$ cat src/rtl/core/pbrd_pkg.sv
// ----------------------------------------------------------------------------
// pbrd_pkg
// Shared types and constants of the pulse beat rate detector: field widths,
// register indexes and reset values, controller states and the command and
// status words between controller and datapath.
// ----------------------------------------------------------------------------
package pbrd_pkg;

	// default widths of the input word
	localparam int SAMPLE_BITS_DEF = 12;
	localparam int TIME_BITS_DEF   = 32;

	// fixed field widths
	localparam int THR_BITS       = 12;
	localparam int MIN_BITS       = 16;
	localparam int RATE_BITS      = 16;
	localparam int CFG_IDX_BITS   = 2;
	localparam int CFG_DATA_BITS  = 16;

	// beats per minute numerator, 60 s in milliseconds
	localparam logic [RATE_BITS-1:0] RATE_NUM = 16'd60000;

	// register indexes
	localparam logic [CFG_IDX_BITS-1:0] REG_UPPER_THR = 2'd0;
	localparam logic [CFG_IDX_BITS-1:0] REG_LOWER_THR = 2'd1;
	localparam logic [CFG_IDX_BITS-1:0] REG_MIN_IVAL  = 2'd2;

	// register reset values
	localparam logic [THR_BITS-1:0] UPPER_THR_RST = 12'd3800;
	localparam logic [THR_BITS-1:0] LOWER_THR_RST = 12'd3200;
	localparam logic [MIN_BITS-1:0] MIN_IVAL_RST  = 16'd300;

	// controller states
	typedef enum logic [1:0] {
		S_IDLE,
		S_EVAL,
		S_DIV,
		S_PUSH
	} pbrd_state_t;

	// controller to datapath
	typedef struct packed {
		logic capture;
		logic update;
		logic div_start;
		logic rate_load;
		logic out_load;
	} pbrd_cmd_t;

	// datapath to controller
	typedef struct packed {
		logic need_div;
		logic div_done;
	} pbrd_status_t;

endpackage

$ cat src/rtl/core/pbrd_div.sv
// ----------------------------------------------------------------------------
// pbrd_div
// Restoring divider for 60000 / interval: one quotient bit per cycle,
// and done pulses for one cycle at the end.
// ----------------------------------------------------------------------------
module pbrd_div #(
	parameter int TIME_BITS = pbrd_pkg::TIME_BITS_DEF
) (
	input  logic                           clk,
	input  logic                           arst_n,
	input  logic                           start,
	input  logic [TIME_BITS-1:0]           divisor,
	output logic                           done,
	output logic [pbrd_pkg::RATE_BITS-1:0] quotient
);
	import pbrd_pkg::*;

	localparam int CNT_BITS = $clog2(RATE_BITS + 1);

	logic                 busy_q;
	logic                 done_q;
	logic [CNT_BITS-1:0]  cnt_q;
	logic [RATE_BITS-1:0] num_q;
	logic [RATE_BITS-1:0] quo_q;
	logic [TIME_BITS-1:0] rem_q;
	logic [TIME_BITS-1:0] den_q;

	logic [TIME_BITS:0]   trial;
	logic [TIME_BITS:0]   diff;
	logic                 fits;

	// one trial subtraction a step
	always_comb begin
		trial = {rem_q, num_q[RATE_BITS-1]};
		diff  = trial - {1'b0, den_q};
		fits  = trial >= {1'b0, den_q};
	end

	// step control
	always_ff @(posedge clk or negedge arst_n) begin
		if (!arst_n) begin
			busy_q <= 1'b0;
			done_q <= 1'b0;
			cnt_q  <= '0;
		end else begin
			done_q <= 1'b0;
			if (start) begin
				busy_q <= 1'b1;
				cnt_q  <= CNT_BITS'(RATE_BITS);
			end else if (busy_q) begin
				cnt_q <= cnt_q - 1'b1;
				if (cnt_q == CNT_BITS'(1)) begin
					busy_q <= 1'b0;
					done_q <= 1'b1;
				end
			end
		end
	end

	// remainder and quotient shift registers
	always_ff @(posedge clk) begin
		if (start) begin
			den_q <= divisor;
			num_q <= RATE_NUM;
			rem_q <= '0;
			quo_q <= '0;
		end else if (busy_q) begin
			num_q <= {num_q[RATE_BITS-2:0], 1'b0};
			rem_q <= fits ? diff[TIME_BITS-1:0] : trial[TIME_BITS-1:0];
			quo_q <= {quo_q[RATE_BITS-2:0], fits};
		end
	end

	assign done     = done_q;
	assign quotient = quo_q;

	// checks
	a_start_busy: assert property (@(posedge clk) disable iff (!arst_n)
		start |=> busy_q)
		else $error("divider not busy after start");
	a_done_after_busy: assert property (@(posedge clk) disable iff (!arst_n)
		done_q |-> $past(busy_q))
		else $error("divider done without a running division");

endmodule

$ cat src/rtl/core/pbrd_dp.sv
// ----------------------------------------------------------------------------
// pbrd_dp
// Datapath: configuration registers, captured input word, hysteresis state,
// interval measurement, the rate divider and the output word register.
// ----------------------------------------------------------------------------
module pbrd_dp #(
	parameter int SAMPLE_BITS = pbrd_pkg::SAMPLE_BITS_DEF,
	parameter int TIME_BITS   = pbrd_pkg::TIME_BITS_DEF
) (
	input  logic                               clk,
	input  logic                               arst_n,
	input  pbrd_pkg::pbrd_cmd_t                cmd,
	output pbrd_pkg::pbrd_status_t             status,
	input  logic                               cfg_we,
	input  logic [pbrd_pkg::CFG_IDX_BITS-1:0]  cfg_index,
	input  logic [pbrd_pkg::CFG_DATA_BITS-1:0] cfg_data,
	input  logic [SAMPLE_BITS-1:0]             sample,
	input  logic [TIME_BITS-1:0]               time_ms,
	output logic [pbrd_pkg::RATE_BITS-1:0]     rate_bpm,
	output logic                               beat_found,
	output logic                               indicator
);
	import pbrd_pkg::*;

	localparam int CMP_BITS = (SAMPLE_BITS > THR_BITS) ? SAMPLE_BITS : THR_BITS;

	logic [THR_BITS-1:0]    upper_q;
	logic [THR_BITS-1:0]    lower_q;
	logic [MIN_BITS-1:0]    min_q;

	logic [SAMPLE_BITS-1:0] smp_q;
	logic [TIME_BITS-1:0]   now_q;

	logic [TIME_BITS-1:0]   start_time_q;
	logic                   armed_q;
	logic                   complete_q;
	logic [RATE_BITS-1:0]   held_rate_q;
	logic                   ind_q;
	logic                   found_q;

	logic [RATE_BITS-1:0]   rate_bpm_q;
	logic                   beat_found_q;
	logic                   indicator_q;

	logic                   peak;
	logic                   relax;
	logic [TIME_BITS-1:0]   interval;
	logic                   accept_beat;
	logic                   armed_d;
	logic                   complete_d;
	logic                   restart;
	logic                   div_done;
	logic [RATE_BITS-1:0]   quotient;

	// configuration registers
	always_ff @(posedge clk or negedge arst_n) begin
		if (!arst_n) begin
			upper_q <= UPPER_THR_RST;
			lower_q <= LOWER_THR_RST;
			min_q   <= MIN_IVAL_RST;
		end else if (cfg_we) begin
			unique case (cfg_index)
				REG_UPPER_THR: upper_q <= cfg_data[THR_BITS-1:0];
				REG_LOWER_THR: lower_q <= cfg_data[THR_BITS-1:0];
				REG_MIN_IVAL:  min_q   <= cfg_data[MIN_BITS-1:0];
				default: ;
			endcase
		end
	end

	// captured input word
	always_ff @(posedge clk) begin
		if (cmd.capture) begin
			smp_q <= sample;
			now_q <= time_ms;
		end
	end

	// threshold tests and interval
	always_comb begin
		peak        = CMP_BITS'(smp_q) > CMP_BITS'(upper_q);
		relax       = CMP_BITS'(smp_q) < CMP_BITS'(lower_q);
		interval    = now_q - start_time_q;
		accept_beat = peak && complete_q && (interval > TIME_BITS'(min_q));
	end

	// next hysteresis state: peak test first, then relaxation test
	always_comb begin
		armed_d    = armed_q;
		complete_d = complete_q;
		restart    = 1'b0;
		if (peak && complete_q) begin
			armed_d    = 1'b0;
			complete_d = 1'b0;
		end
		if (peak && !armed_d) begin
			armed_d = 1'b1;
			restart = 1'b1;
		end
		if (relax && armed_d) begin
			complete_d = 1'b1;
		end
	end

	// hysteresis state and held rate
	always_ff @(posedge clk or negedge arst_n) begin
		if (!arst_n) begin
			start_time_q <= '0;
			armed_q      <= 1'b0;
			complete_q   <= 1'b0;
			held_rate_q  <= '0;
			ind_q        <= 1'b0;
			found_q      <= 1'b0;
		end else begin
			if (cmd.update) begin
				armed_q    <= armed_d;
				complete_q <= complete_d;
				found_q    <= accept_beat;
				if (restart) begin
					start_time_q <= now_q;
				end
				if (accept_beat) begin
					ind_q <= ~ind_q;
				end
			end
			if (cmd.rate_load) begin
				held_rate_q <= quotient;
			end
		end
	end

	// rate divider
	pbrd_div #(
		.TIME_BITS (TIME_BITS)
	) u_div (
		.clk      (clk),
		.arst_n   (arst_n),
		.start    (cmd.div_start),
		.divisor  (interval),
		.done     (div_done),
		.quotient (quotient)
	);

	// output word register
	always_ff @(posedge clk) begin
		if (cmd.out_load) begin
			rate_bpm_q   <= held_rate_q;
			beat_found_q <= found_q;
			indicator_q  <= ind_q;
		end
	end

	assign status.need_div = accept_beat;
	assign status.div_done = div_done;
	assign rate_bpm        = rate_bpm_q;
	assign beat_found      = beat_found_q;
	assign indicator       = indicator_q;

	// checks
	a_rate_hold: assert property (@(posedge clk) disable iff (!arst_n)
		!cmd.rate_load |=> $stable(held_rate_q))
		else $error("held rate changed without a divider result");

endmodule

$ cat src/rtl/core/pbrd_ctrl.sv
// ----------------------------------------------------------------------------
// pbrd_ctrl
// Controller: takes one input word at a time, steps the datapath through
// evaluation and the optional division, and owns the output valid flag.
// ----------------------------------------------------------------------------
module pbrd_ctrl (
	input  logic                   clk,
	input  logic                   arst_n,
	input  logic                   in_valid,
	output logic                   in_ready,
	output logic                   out_valid,
	input  logic                   out_ready,
	output pbrd_pkg::pbrd_cmd_t    cmd,
	input  pbrd_pkg::pbrd_status_t status
);
	import pbrd_pkg::*;

	pbrd_state_t state_q;
	pbrd_state_t state_d;
	logic        out_valid_q;
	logic        out_free;

	assign out_free = !out_valid_q || out_ready;

	// next state
	always_comb begin
		state_d = state_q;
		unique case (state_q)
			S_IDLE: if (in_valid) state_d = S_EVAL;
			S_EVAL: state_d = status.need_div ? S_DIV : S_PUSH;
			S_DIV:  if (status.div_done) state_d = S_PUSH;
			S_PUSH: if (out_free) state_d = S_IDLE;
			default: state_d = S_IDLE;
		endcase
	end

	// commands
	always_comb begin
		cmd      = '0;
		in_ready = 1'b0;
		unique case (state_q)
			S_IDLE: begin
				in_ready    = 1'b1;
				cmd.capture = in_valid;
			end
			S_EVAL: begin
				cmd.update    = 1'b1;
				cmd.div_start = status.need_div;
			end
			S_DIV:  cmd.rate_load = status.div_done;
			S_PUSH: cmd.out_load  = out_free;
			default: ;
		endcase
	end

	// state and output valid
	always_ff @(posedge clk or negedge arst_n) begin
		if (!arst_n) begin
			state_q     <= S_IDLE;
			out_valid_q <= 1'b0;
		end else begin
			state_q <= state_d;
			if (cmd.out_load) begin
				out_valid_q <= 1'b1;
			end else if (out_ready) begin
				out_valid_q <= 1'b0;
			end
		end
	end

	assign out_valid = out_valid_q;

	// checks
	a_capture_eval: assert property (@(posedge clk) disable iff (!arst_n)
		cmd.capture |=> state_q == S_EVAL)
		else $error("captured word not evaluated");
	a_done_in_div: assert property (@(posedge clk) disable iff (!arst_n)
		status.div_done |-> state_q == S_DIV)
		else $error("divider finished outside the divide state");

endmodule

$ cat src/rtl/core/pulse_beat_rate_detector_core.sv
// ----------------------------------------------------------------------------
// pulse_beat_rate_detector_core
// Beat detector with two-threshold hysteresis and a beats per minute output.
//
// Usage:
//   in channel  (in_valid/in_ready): one word of sample and time_ms.
//   out channel (out_valid/out_ready): one word of rate_bpm, beat_found and
//     indicator for every input word, in order.
//   cfg channel (cfg_valid/cfg_ready): cfg_index 0 upper threshold, 1 lower
//     threshold, 2 minimum interval; other indexes are ignored. cfg_ready is
//     always high; write only while no word is in flight.
//   One word is worked on at a time. A word is captured on acceptance,
//     evaluated against the thresholds, and its result then registered in
//     the output word register, after which the next word can be accepted.
//     For a word that yields a beat, the restoring divider for 60000 /
//     interval runs after evaluation, one quotient bit per cycle, 16 in all.
//   The output word register holds its word while out_ready is low; the
//     next input word is still taken and evaluated, and waits for the
//     register to free before its own result is loaded.
//   Reset clears the hysteresis state, the held rate and the indicator, and
//     loads the register defaults 3800, 3200 and 300.
// ----------------------------------------------------------------------------
module pulse_beat_rate_detector_core #(
	parameter int SAMPLE_BITS = pbrd_pkg::SAMPLE_BITS_DEF,
	parameter int TIME_BITS   = pbrd_pkg::TIME_BITS_DEF
) (
	input  logic                               clk,
	input  logic                               arst_n,
	input  logic                               in_valid,
	output logic                               in_ready,
	input  logic [SAMPLE_BITS-1:0]             sample,
	input  logic [TIME_BITS-1:0]               time_ms,
	output logic                               out_valid,
	input  logic                               out_ready,
	output logic [pbrd_pkg::RATE_BITS-1:0]     rate_bpm,
	output logic                               beat_found,
	output logic                               indicator,
	input  logic                               cfg_valid,
	output logic                               cfg_ready,
	input  logic [pbrd_pkg::CFG_IDX_BITS-1:0]  cfg_index,
	input  logic [pbrd_pkg::CFG_DATA_BITS-1:0] cfg_data
);
	import pbrd_pkg::*;

	pbrd_cmd_t    cmd;
	pbrd_status_t status;
	logic         cfg_we;

	// configuration writes are always taken
	assign cfg_ready = 1'b1;
	assign cfg_we    = cfg_valid & cfg_ready;

	// controller
	pbrd_ctrl u_ctrl (
		.clk       (clk),
		.arst_n    (arst_n),
		.in_valid  (in_valid),
		.in_ready  (in_ready),
		.out_valid (out_valid),
		.out_ready (out_ready),
		.cmd       (cmd),
		.status    (status)
	);

	// datapath
	pbrd_dp #(
		.SAMPLE_BITS (SAMPLE_BITS),
		.TIME_BITS   (TIME_BITS)
	) u_dp (
		.clk        (clk),
		.arst_n     (arst_n),
		.cmd        (cmd),
		.status     (status),
		.cfg_we     (cfg_we),
		.cfg_index  (cfg_index),
		.cfg_data   (cfg_data),
		.sample     (sample),
		.time_ms    (time_ms),
		.rate_bpm   (rate_bpm),
		.beat_found (beat_found),
		.indicator  (indicator)
	);

endmodule

$ cat config.mk
export PLATFORM = sky130hd
export DESIGN_NAME = pulse_beat_rate_detector_core
export DESIGN_NICKNAME = d
export VERILOG_FILES = /design/src/rtl/core/pbrd_pkg.sv /design/src/rtl/core/pbrd_div.sv /design/src/rtl/core/pbrd_dp.sv /design/src/rtl/core/pbrd_ctrl.sv /design/src/rtl/core/pulse_beat_rate_detector_core.sv
export SDC_FILE = /design/constraint.sdc
export NUM_CORES = 1
export LEC_CHECK = 0
export BUFFER_PORTS_ARGS = -buffer_cell sky130_fd_sc_hd__buf_2
export CORE_MARGIN = 2
export CORE_UTILIZATION = 44
export DETAILED_ROUTE_END_ITERATION = 16
export GPL_TIMING_DRIVEN = 0
export PLACE_DENSITY_LB_ADDON = 0.08
export REMOVE_ABC_BUFFERS = 1
export SYNTH_ARGS = -nofsm -noshare
export SYNTH_HDL_FRONTEND = slang
export SYNTH_HIERARCHICAL = 1
export SYNTH_SLANG_ARGS = --single-unit
export TNS_END_PERCENT = 100
$ cat constraint.sdc
create_clock -name clk -period 16.9 [get_ports clk]
set_input_delay 0.845 -clock clk [delete_from_list [all_inputs] [get_ports clk]]
set_output_delay 0.845 -clock clk [all_outputs]
set_load 0.05 [all_outputs]
==> results.py, run 1 <==
metrics = {
    "cts": {
        "cts_root_buffer": "clkbuf_16",
        "cts_tree": "built",
        "clk_pin_slew_worst_paths_ns": 0.06,
        "clock_path_buffers": 3,
        "hold_buffers": 0,
        "ctsResizeCount": 0,
        "cts_setup_buffers": 0,
        "h-tree-depth": 1,
        "cts_buffers": 28,
        "clock_sinks": 255,
        "clk_latency_ns": 0.55,
    },
    "power": {
        "peakVddDrop_mv": 0.1055,
        "powerDensity_nw_per_um2": 208.1,
        "leakage_uw": 0.007128,
    },
    "worst_setup_path": {
        "criticalPathCategory": "reg -> reg",
        "max_stage_delay_ns": 0.62,
        "path_cells": "ha_1 > a21oi_1 > o21ai_0 > o21a_1 > nor2_1 > xnor2_1 > ha_1 > nand4_1 > nor2_1 > a22o_1 > or4_1 > a22oi_1 > o2111ai_1 > or4_4 > nor4_1 > nor2_1 > and2_4 > inv_1 > nand2_1 > nor3_1 > a311o_1",
        "reg2regPathDepth": 21,
        "cpMostUsedCell": "nor2_1",
        "critPathMaxFanout": 43,
        "worstSetupStartpointType": "flip-flop",
        "path_buf_inv": 1,
        "cp_top_family": "simple AND/OR/NAND/NOR gates",
        "arrival_ns": 7.12,
        "rr_endpoint": "u_dp/u_div/rem_q[28]$_SDFFE_PP0P_",
        "worstSetupStartpoint": "u_dp/now_q[8]$_DFFE_PP_",
        "crit_slowest_cell": "nor4_1",
        "end_kind": "flip-flop",
        "crit_required_ns": 17.38,
        "r2r-start": "u_dp/now_q[8]$_DFFE_PP_",
        "r2r_slack_ns": 10.26,
    },
    "synth": {
        "syn_inst": 1422,
        "synth.cell_area_sq_um": 14590,
        "synthSimpleGateAreaFrac_pct": 13.00,
        "seq_area_frac_synth_pct": 45.07,
        "syn_avg_cell_area_sq_um": 10.26,
        "synth_flop_cell": "edfxtp_1",
        "yosysWarnings": 6,
        "synth_area_leaders": "edfxtp_1 (19%), dfrtp_1 (15%), ha_1 (9.3%)",
        "muxShareOfSynthArea_pct": 8.647,
        "synthXorXnorAreaFrac_pct": 2.702,
        "synth.distinct_cells": 92,
        "synth_largest_area_cell": "edfxtp_1",
        "synth_edf_count": 94,
        "ys_ff_latch": 255,
        "synth-compound-area-share_pct": 15.80,
        "async_flop_share_pct": 40.00,
        "synth_fa_ha_area_share_pct": 9.539,
        "synth_top_family_by_area": "compound AO/OA/AOI/OAI gates",
        "yosysTopAreaCellShare_pct": 19.35,
    },
    "placed_design": {
        "routabilityCongestion": 0.8516,
        "post-place-cells": 1901,
        "dp_worst_setup_slack_ns": 10.13,
        "numPortBuffers": 86,
        "dp_hpwl_um": 23470,
    },
    "sta": {
        "slew_violations": 0,
        "fin_worst_skew_ns": 0.01015,
        "hold_viol_final": 0,
        "max_freq_mhz": 150.6,
        "period_share_pct": 39.28,
        "rsz0062_at_grt": "false",
        "fin_ws_ns": 10.26,
        "setup_tns_ns": 0,
        "slew_headroom_pct": 36.25,
        "whs_ns": 0.1338,
        "setup_violations": 0,
        "min_period_ns": 6.639,
        "worst_pin_slew_ns": 0.9462,
    },
    "floorplan": {
        "die_area_sq_um": 34620,
        "initial_utilization_pct": 44.71,
        "fp.dieH_um": 186.1,
        "ios": 88,
        "core_sq_um": 32620,
        "die_x_um": 186.1,
        "rows": 66,
    },
    "global_route": {
        "first_global_vias": 9998,
        "antenna_found_initial": 0,
        "grt_usage_pct": 18.88,
        "overflow": 0,
        "grt_max_degree": 86,
        "grt_pass1_wl_um": 52560,
    },
    "cells_and_area": {
        "fin_nets": 1666,
        "final_common_cell": "inv_1",
        "n_antenna_cell": 0,
        "stdcell_count": 1953,
        "drive_above_1_share_pct": 18.07,
        "final_cell_mix": "inv_1 (128), nand2_1 (123), ha_1 (108)",
        "area_delta_synth_final_pct": 12.58,
    },
    "routing": {
        "vias": 10430,
        "postRouteAntennaNets": 0,
        "vias_per_cell": 5.339,
        "wl_per_cell_um": 16.29,
        "drc_errors": 0,
        "drtIter0Drc": 469,
        "first_pass_iters": 5,
        "wl_um": 31820,
    },
    "worst_hold_path": {
        "hold_path_class": "in -> async",
    },
    "outcome": {
        "status": "completed",
    },
    "run": {
        "maxCapViolCount": 0,
    },
}
## worst max path at each step
| stage | cells past startpoint | slack (ns) | endpoint |
|---|---|---|---|
| finish | 21 | 10.26 | u_dp/u_div/rem_q[28]$_SDFFE_PP0P_ |
| global route | 21 | 9.71 | u_dp/u_div/rem_q[28]$_SDFFE_PP0P_ |
| CTS | 21 | 10.09 | u_dp/u_div/rem_q[28]$_SDFFE_PP0P_ |
| detailed placement | 21 | 10.13 | u_dp/u_div/rem_q[28]$_SDFFE_PP0P_ |
| global placement | 20 | 7.51 | u_dp/u_div/rem_q[28]$_SDFFE_PP0P_ |
| floorplan | 22 | 10.35 | u_dp/u_div/rem_q[28]$_SDFFE_PP0P_ |
## cells in the mapped netlist (9+ instances only)
cell	instances
nor3_1	30
buf_2	13
clkbuf_1	31
nand4_1	19
mux2i_1	39
and3_1	13
inv_1	128
dfxtp_1	59
nand2_1	123
dfstp_2	14
dfrtp_1	88
o21ai_0	55
a311oi_1	9
and2_1	13
xnor2_1	31
o21a_1	15
nor2_1	104
a21o_1	22
xor2_1	14
nand2b_1	12
ha_1	108
mux2_2	76
a211oi_1	17
nand3_1	23
nor2b_1	10
a31oi_1	11
edfxtp_1	94
o211ai_1	17
a21oi_1	76
a311oi_2	11
## report_power, final
| part | switching, uW | internal, uW | leakage, uW | total (uW) |
|---|---|---|---|---|
| combinational | 1060 | 710 | 0.00405 | 1770 |
| clock | 244 | 405 | 0.000489 | 650 |
| sequential | 125 | 875 | 0.00259 | 1000 |
| total | 1430 | 1990 | 0.00713 | 3420 |
## logic make-up (layout without fill, tap and decap cells)
kind of cell / Yosys count / in the layout
simple gates: 392 / 392
compound gates: 320 / 320
flops: 255 / 255
buf+inv: 183 / 272
mux: 116 / 116
fa+ha+maj: 110 / 110
xor+xnor: 45 / 45
other cells: 1 / 1
## per-layer routing
layer	GRT usage (%)	share of wire, %	up-vias
met5	0	0	-
met4	5.102	2.6	0
met3	2.054	3.0	52
met2	29.62	45	165
met1	27.64	50	4937
li1	-	-	5274
## metrics by stage
| stage | power (uW) | utilization [%] | area [sq um] |
|---|---|---|---|
| after detailed placement | 2777 | 47.29 | 15430 |
| after CTS | 3446 | 50.34 | 16420 |
| after global placement | 2756 | 46.88 | 15290 |
| after global routing | 3704 | 50.34 | 16420 |
| final | 3417 | 50.34 | 16420 |
| after floorplan | 2345 | - | 14310 |
## state kept, by name, indices dropped and copies added (netlist names)
register / flops
u_dp/u_div/den_q: 32
u_dp/ind_q: 1
u_dp/rate_bpm: 16
u_dp/u_div/busy_q: 1
u_ctrl/out_valid: 1
u_dp/now_q: 32
u_dp/start_time_q: 32
u_dp/smp_q: 12
u_dp/u_div/num_q: 11
u_dp/u_div/rem_q: 32
u_ctrl/state_q: 2
u_dp/indicator: 1
u_dp/beat_found: 1
u_dp/found_q: 1
u_dp/armed_q: 1
u_dp/min_q: 16
u_dp/upper_q: 12
u_dp/held_rate_q: 16
u_dp/complete_q: 1
u_dp/lower_q: 12
u_dp/u_div/quotient: 16
u_dp/u_div/done: 1
u_dp/u_div/cnt_q: 5
## final cells by class
type / count / area, sq um
well taps: 442 / 553.0
flip-flops and latches: 255 / 6578
clock inverters: 14 / 193.9
repair buffers: 91 / 550.5
multi-input cells: 984 / 7261
inverters: 129 / 484.2
clock buffers: 38 / 799.5
fillers: 3038 / 16200
Power figures use the tool's default switching activity.
==> inputs of run 2 (changes only) <==
==> constraint.sdc (replaced) <==
create_clock -name clk -period 5.75 [get_ports clk]
set_input_delay 0.2875 -clock clk [delete_from_list [all_inputs] [get_ports clk]]
set_output_delay 0.2875 -clock clk [all_outputs]
set_load 0.05 [all_outputs]
==> run 2 against run 1 <==
Net effect: fmax increased by 21%; utilization increased by 2.1 points; cell count increased by 3.3%; non-clock buffer count increased by 63; flip-flop and latch count unchanged; critical endpoint unchanged; largest cell class unchanged; highest routed layer unchanged.
==> results.py, run 2 (synthesized netlist as in run 1, its figures left out) <==
metrics = {
    "cells_and_area": {
        "final_cell_mix": "inv_1 (127), nand2_1 (123), ha_1 (108)",
        "fin_nets": 1731,
        "fin_util_pct": 52.44,
        "drive_above_1_share_pct": 18.15,
        "final_common_cell": "inv_1",
        "fillCellCount": 2969,
        "area_delta_synth_final_pct": 17.27,
        "stdcell_count": 2018,
        "n_antenna_cell": 0,
    },
    "routing": {
        "wl_met2_um": 14910,
        "highest_layer": "met4",
        "drc_errors": 0,
        "postRouteAntennaNets": 0,
        "dr_wl_met3_um": 1092,
        "drtIter0Drc": 508,
        "first_pass_iters": 5,
        "vias": 10690,
        "wl_per_cell_um": 16.32,
        "wl_um": 32930,
        "vias_per_cell": 5.298,
        "wl_met1_um": 16130,
    },
    "global_route": {
        "antenna_found_initial": 0,
        "grt_pass1_wl_um": 53730,
        "grt_max_degree": 86,
        "first_global_vias": 10270,
        "overflow": 0,
        "grt_usage_pct": 19.32,
    },
    "placed_design": {
        "post-place-cells": 1901,
        "numPortBuffers": 86,
        "routabilityCongestion": 0.8516,
        "dp_worst_setup_slack_ns": -1.024,
        "dp_hpwl_um": 23470,
    },
    "floorplan": {
        "fp.dieH_um": 186.1,
        "rows": 66,
        "die_x_um": 186.1,
        "die_area_sq_um": 34620,
        "ios": 88,
        "initial_utilization_pct": 44.71,
        "core_sq_um": 32620,
    },
    "worst_hold_path": {
        "hold_path_class": "in -> reg",
    },
    "cts": {
        "clock_sinks": 255,
        "clk_pin_slew_worst_paths_ns": 0.06,
        "cts_root_buffer": "clkbuf_16",
        "cts_buffers": 28,
        "clk_latency_ns": 0.55,
        "h-tree-depth": 1,
        "cts_tree": "built",
        "clock_path_buffers": 3,
    },
    "sta": {
        "slew_violations": 0,
        "fin_ws_ns": 0.2856,
        "slew_headroom_pct": 37.01,
        "rsz0062_at_grt": "false",
        "max_freq_mhz": 183.0,
        "fin_worst_skew_ns": 0.01269,
        "hold_viol_final": 0,
        "worst_pin_slew_ns": 0.9350,
        "min_period_ns": 5.464,
        "period_share_pct": 95.03,
        "setup_violations": 0,
    },
    "power": {
        "powerDensity_nw_per_um2": 592.4,
        "peakVddDrop_mv": 0.3089,
        "leakage_uw": 0.007416,
    },
    "worst_setup_path": {
        "crit_slowest_cell": "or4_4",
        "max_stage_delay_ns": 0.47,
        "end_kind": "flip-flop",
        "worstSetupStartpointType": "flip-flop",
        "criticalPathCategory": "reg -> reg",
        "critPathMaxFanout": 11,
        "path_cells": "ha_1 > fa_1 > nand2b_1 > a21o_1 > a21o_1 > nand2_1 > nor2_1 > xnor2_1 > ha_1 > a21oi_1 > nand2_1 > a22o_1 > or4_1 > a22oi_1 > o2111ai_1 > or4_4 > nor4_4 > nor2_2 > and2_4 > clkinvlp_4 > nand2_1 > nor3_1 > a311o_1",
        "crit_required_ns": 6.23,
        "cpMostUsedCell": "nand2_1",
        "arrival_ns": 5.95,
    },
    "run": {
        "maxCapViolCount": 0,
    },
    "outcome": {
        "status": "completed",
    },
}
[run 2: where the power goes]
group          internal (uW)  switching [uW]  total, uW
combinational           2130            3150       5280
clock                   1190             722       1910
sequential              2570             370       2940
[run 2: cell type report]
cell class	count	area [sq um]	share of cell area, %
Tap cell	442	553.0	3.233
Timing Repair Buffer	154	1171	6.847
Sequential cell	255	6578	38.46
Multi-Input combinational cell	986	7321	42.80
Clock inverter	14	193.9	1.134
Inverter	129	488.0	2.853
Clock buffer	38	799.5	4.674
[run 2: path summary, 6_finish.rpt]
path / start / end / slack (ns) / cells past startpoint
worst max-delay path: u_dp/start_time_q[0]$_DFFE_PN0P_ / u_dp/u_div/rem_q[28]$_SDFFE_PP0P_ / 0.29 / 23
worst min-delay path: cfg_data[8] / u_dp/upper_q[8]$_DFFE_PN0P_ / 0.03 / 3
worst max register to register: u_dp/start_time_q[0]$_DFFE_PN0P_ / u_dp/u_div/rem_q[28]$_SDFFE_PP0P_ / 0.29 / 23
worst min register to register: u_dp/held_rate_q[0]$_DFFE_PN0P_ / u_dp/rate_bpm[0]$_DFFE_PP_ / 0.45 / 0
max in group asynchronous: arst_n / u_dp/start_time_q[30]$_DFFE_PN0P_ / 4.87 / 3
min in group asynchronous: arst_n / u_dp/held_rate_q[15]$_DFFE_PN0P_ / 0.15 / 2
[run 2: metrics by stage]
stage               power [uW]  TNS (ns)  cell area (sq um)  hold slack [ns]
floorplan                 6892    -5.511              14310        -0.008091
global route             10970         0              17100          0.02513
CTS                      10190         0              17070          0.01144
finish                   10130         0              17100          0.03296
detailed placement        8162    -28.16              15430           0.1388
global placement          8099   -176.85              15290           0.4306
[run 2: per-layer routing]
metal  global-route usage [%]  vias to the layer above
met5                        0                        -
met4                    5.102                        0
met3                    2.054                       50
met2                    30.68                      189
met1                    28.07                     5042
li1                         -                     5411
[run 2: critical path: cells and delay by family (launching register included)]
kind / cells / cell delay, ns
flip-flops: 1 / 0.38
buffers and inverters: 1 / 0.11
XOR/XNOR: 1 / 0.24
AO/OA/AOI/OAI: 7 / 1.31
AND/OR/NAND/NOR: 11 / 2.40
adder cells (fa/ha/maj): 3 / 0.94
[run 2: what timing repair did]
| item | 4_1_cts | 5_1_grt |
|---|---|---|
| pin swaps | 2 | 2 |
| hold buffers | 59 | 0 |
| setup endpoints to repair | 98 | 60 |
| cloned | 1 | 1 |
| setup buffers | 4 | 0 |
| resized for setup | 6 | 4 |
| hold endpoints to repair | 150 | 0 |
==> inputs of run 3 (changes only) <==
--- a/config.mk
+++ b/config.mk
@@ -5,15 +5,14 @@
 export SDC_FILE = /design/constraint.sdc
 export NUM_CORES = 1
 export LEC_CHECK = 0
-export BUFFER_PORTS_ARGS = -buffer_cell sky130_fd_sc_hd__buf_2
 export CORE_MARGIN = 2
 export CORE_UTILIZATION = 44
 export DETAILED_ROUTE_END_ITERATION = 16
+export DONT_BUFFER_PORTS = 1
 export GPL_TIMING_DRIVEN = 0
 export PLACE_DENSITY_LB_ADDON = 0.08
 export REMOVE_ABC_BUFFERS = 1
 export SYNTH_ARGS = -nofsm -noshare
 export SYNTH_HDL_FRONTEND = slang
-export SYNTH_HIERARCHICAL = 1
 export SYNTH_SLANG_ARGS = --single-unit
 export TNS_END_PERCENT = 100
==> run 3 against run 2 <==
Net effect: combinational power down 4.9%; largest power group unchanged; first-iteration DRC count down 19%; clock-buffer cell count down 1; clock power about the same; clock skew up 0.030 ns; flip-flop and latch count unchanged; global-route usage down 2.3 points; area after synthesis down 5.6%; critical endpoint is now u_dp.u_div.quotient[0]$_SDFFE_PP0P_; fmax up 5.0%; critical path depth down 3; total power down 0.53%.
==> results.py, run 3 <==
metrics = {
    "synth": {
        "netlist_top_cells_count": "inv_1 (125), nor2_1 (115), ha_1 (108), edfxtp_1 (94), dfrtp_1 (88)",
        "synth.distinct_cells": 78,
        "ys_ff_latch": 255,
        "synth_edf_count": 94,
        "async_flop_share_pct": 40.00,
        "yosysTopAreaCellShare_pct": 20.49,
        "seq_area_frac_synth_pct": 47.72,
        "synth_largest_area_cell": "edfxtp_1",
        "yosysWarnings": 0,
        "synth.cell_area_sq_um": 13770,
        "syn_avg_cell_area_sq_um": 10.58,
        "synth_area_leaders": "edfxtp_1 (20%), dfrtp_1 (16%), ha_1 (9.8%)",
        "synth_flop_cell": "edfxtp_1",
        "syn_inst": 1302,
        "yosys.cell_count.top_type": "inv_1",
    },
    "cts": {
        "clock_sinks": 255,
        "cts_root_buffer": "clkbuf_16",
        "ctsResizeCount": 0,
        "clk_pin_slew_worst_paths_ns": 0.06,
        "cts_buffers": 28,
        "clk_latency_ns": 0.57,
        "h-tree-depth": 1,
        "cts_tree": "built",
        "clock_path_buffers": 3,
    },
    "global_route": {
        "grt_max_degree": 103,
        "grt_pass1_wl_um": 46480,
        "overflow": 0,
        "first_global_vias": 9295,
        "grt_usage_pct": 16.99,
        "antenna_found_initial": 0,
    },
    "cells_and_area": {
        "drive_above_1_share_pct": 12.74,
        "fin_nets": 1544,
        "seqCellArea_sq_um": 6578,
        "final_cell_area_sq_um": 15980,
        "final_common_cell": "inv_1",
        "n_antenna_cell": 0,
        "stdcell_count": 1785,
        "multi_input_area_sq_um": 6590,
        "fillCellCount": 2769,
        "final_cell_mix": "inv_1 (125), nor2_1 (115), ha_1 (108)",
        "area_delta_synth_final_pct": 16.04,
        "fin_util_pct": 52.12,
    },
    "placed_design": {
        "dp_hpwl_um": 19820,
        "numPortBuffers": 0,
        "placed_area_sq_um": 14290,
        "post-place-cells": 1665,
        "routabilityCongestion": 0.7834,
    },
    "worst_setup_path": {
        "arrival_ns": 5.65,
        "worstSetupStartpointType": "flip-flop",
        "path_depth": 20,
        "crit_slowest_cell": "a31oi_4",
        "path_cells": "inv_1 > ha_1 > fa_1 > nand2b_1 > a21oi_1 > o21ai_0 > o21ai_0 > a31oi_1 > xnor2_1 > ha_1 > nand4_1 > nor4_1 > a221oi_1 > a22oi_1 > nor4_1 > and3_1 > a31oi_4 > buf_12 > buf_16 > a211oi_1",
        "max_stage_delay_ns": 0.50,
        "reg2regPathDepth": 20,
        "critPathMaxFanout": 29,
        "path_buf_inv": 3,
        "criticalPathCategory": "reg -> reg",
        "crit_required_ns": 6.19,
        "cp_top_family": "compound AO/OA/AOI/OAI gates",
        "end_kind": "flip-flop",
    },
    "routing": {
        "vias_per_cell": 5.211,
        "postRouteAntennaNets": 0,
        "wl_per_cell_um": 15.57,
        "drc_errors": 0,
        "first_pass_iters": 5,
        "drtIter0Drc": 413,
        "wl_um": 27780,
        "vias": 9301,
    },
    "power": {
        "peakVddDrop_mv": 0.2869,
        "leakage_uw": 0.007019,
        "powerDensity_nw_per_um2": 630.6,
        "finalPower_uw": 10080,
    },
    "worst_hold_path": {
        "hold_path_class": "in -> reg",
        "hold_depth": 2,
    },
    "outcome": {
        "status": "completed",
    },
    "floorplan": {
        "die_x_um": 180.9,
        "core_sq_um": 30670,
        "die_area_sq_um": 32740,
        "initial_utilization_pct": 44.91,
        "rows": 64,
        "ios": 88,
        "fp.dieH_um": 180.9,
    },
    "sta": {
        "min_period_ns": 5.205,
        "period_share_pct": 90.53,
        "slew_violations": 0,
        "hold_viol_final": 0,
        "worst_pin_slew_ns": 0.9910,
        "slew_headroom_pct": 33.74,
        "rsz0062_at_grt": "false",
        "fin_worst_skew_ns": 0.04312,
        "max_freq_mhz": 192.1,
        "whs_ns": 0.04648,
        "setup_violations": 0,
    },
    "run": {
        "maxCapViolCount": 0,
    },
}
run 3: cell count changes after synthesis, sizes merged, moves of 9 or more:
cell / before / now
xor2: 14 / 24
a311oi: 20 / 3
nor2: 104 / 116
nand2: 123 / 74
nand2b: 13 / 22
a211oi: 19 / 32
run 3: area by class of cell:
class	count	area share, %
Clock buffer	37	4.908
Clock inverter	15	1.331
Inverter	125	2.935
Multi-Input combinational cell	882	41.23
Sequential cell	255	41.15
Tap cell	396	3.100
Timing Repair Buffer	75	5.346
run 3: layer usage:
metal / wire (um) / global-route usage, % / vias up
met5: 0 / 0 / -
met4: 337 / 3.584 / 0
met3: 858 / 2.338 / 23
met2: 12720 / 27.88 / 124
met1: 13870 / 24.07 / 4382
li1: - / - / 4772
run 3: path summary, 6_finish.rpt:
| check | to | from | slack (ns) |
|---|---|---|---|
| max | u_dp.u_div.quotient[0]$_SDFFE_PP0P_ | u_dp.now_q[0]$_DFFE_PP_ | 0.54 |
| min | u_dp.upper_q[0]$_DFFE_PN0P_ | cfg_index[1] | 0.05 |
| max reg2reg | u_dp.u_div.quotient[0]$_SDFFE_PP0P_ | u_dp.now_q[0]$_DFFE_PP_ | 0.54 |
| min reg2reg | u_dp.rate_bpm[15]$_DFFE_PP_ | u_dp.held_rate_q[15]$_DFFE_PN0P_ | 0.44 |
| max in group asynchronous | u_dp.u_div.busy_q$_DFF_PN0_ | arst_n | 4.98 |
| min in group asynchronous | u_dp.lower_q[6]$_DFFE_PN0P_ | arst_n | 0.29 |
run 3: worst register-to-register path: cells and delay by family, from the launching register on:
| family | cells | cell delay (ns) |
|---|---|---|
| buf+inv | 3 | 0.50 |
| xor+xnor | 1 | 0.17 |
| compound gates | 8 | 2.06 |
| fa+ha+maj | 3 | 0.92 |
| flops | 1 | 0.37 |
| simple gates | 5 | 1.04 |
run 3: logic make-up after synthesis:
kind of cell | synth area share, %
flip-flops | 47.72
multiplexers | 8.766
buffers and inverters | 4.732
AO/OA/AOI/OAI | 13.86
AND/OR/NAND/NOR | 10.91
XOR/XNOR | 3.879
other | 0.02722
adder cells (fa/ha/maj) | 10.10
run 3: repair_timing:
| action | in CTS | in global routing |
|---|---|---|
| hold endpoints to repair | 187 | 0 |
| setup endpoints to repair | 0 | 34 |
| hold buffers | 67 | 0 |
| setup buffers | 0 | 0 |
run 3: per-stage QoR:
step / TNS (ns) / worst slack, ns
floorplan: 0 / 0.3467
global placement: -96.93 / -1.088
detailed placement: 0 / 0.2603
CTS: 0 / 0.2539
global route: 0 / 0.09583
finish: 0 / 0.5446
run 3: report_power, final:
group	internal, uW	switching, uW	total (uW)	leakage, uW
clock	1150	740	1890	0.000484
combinational	2190	2830	5020	0.00395
sequential	2650	524	3180	0.00259
total	5990	4090	10100	0.00702
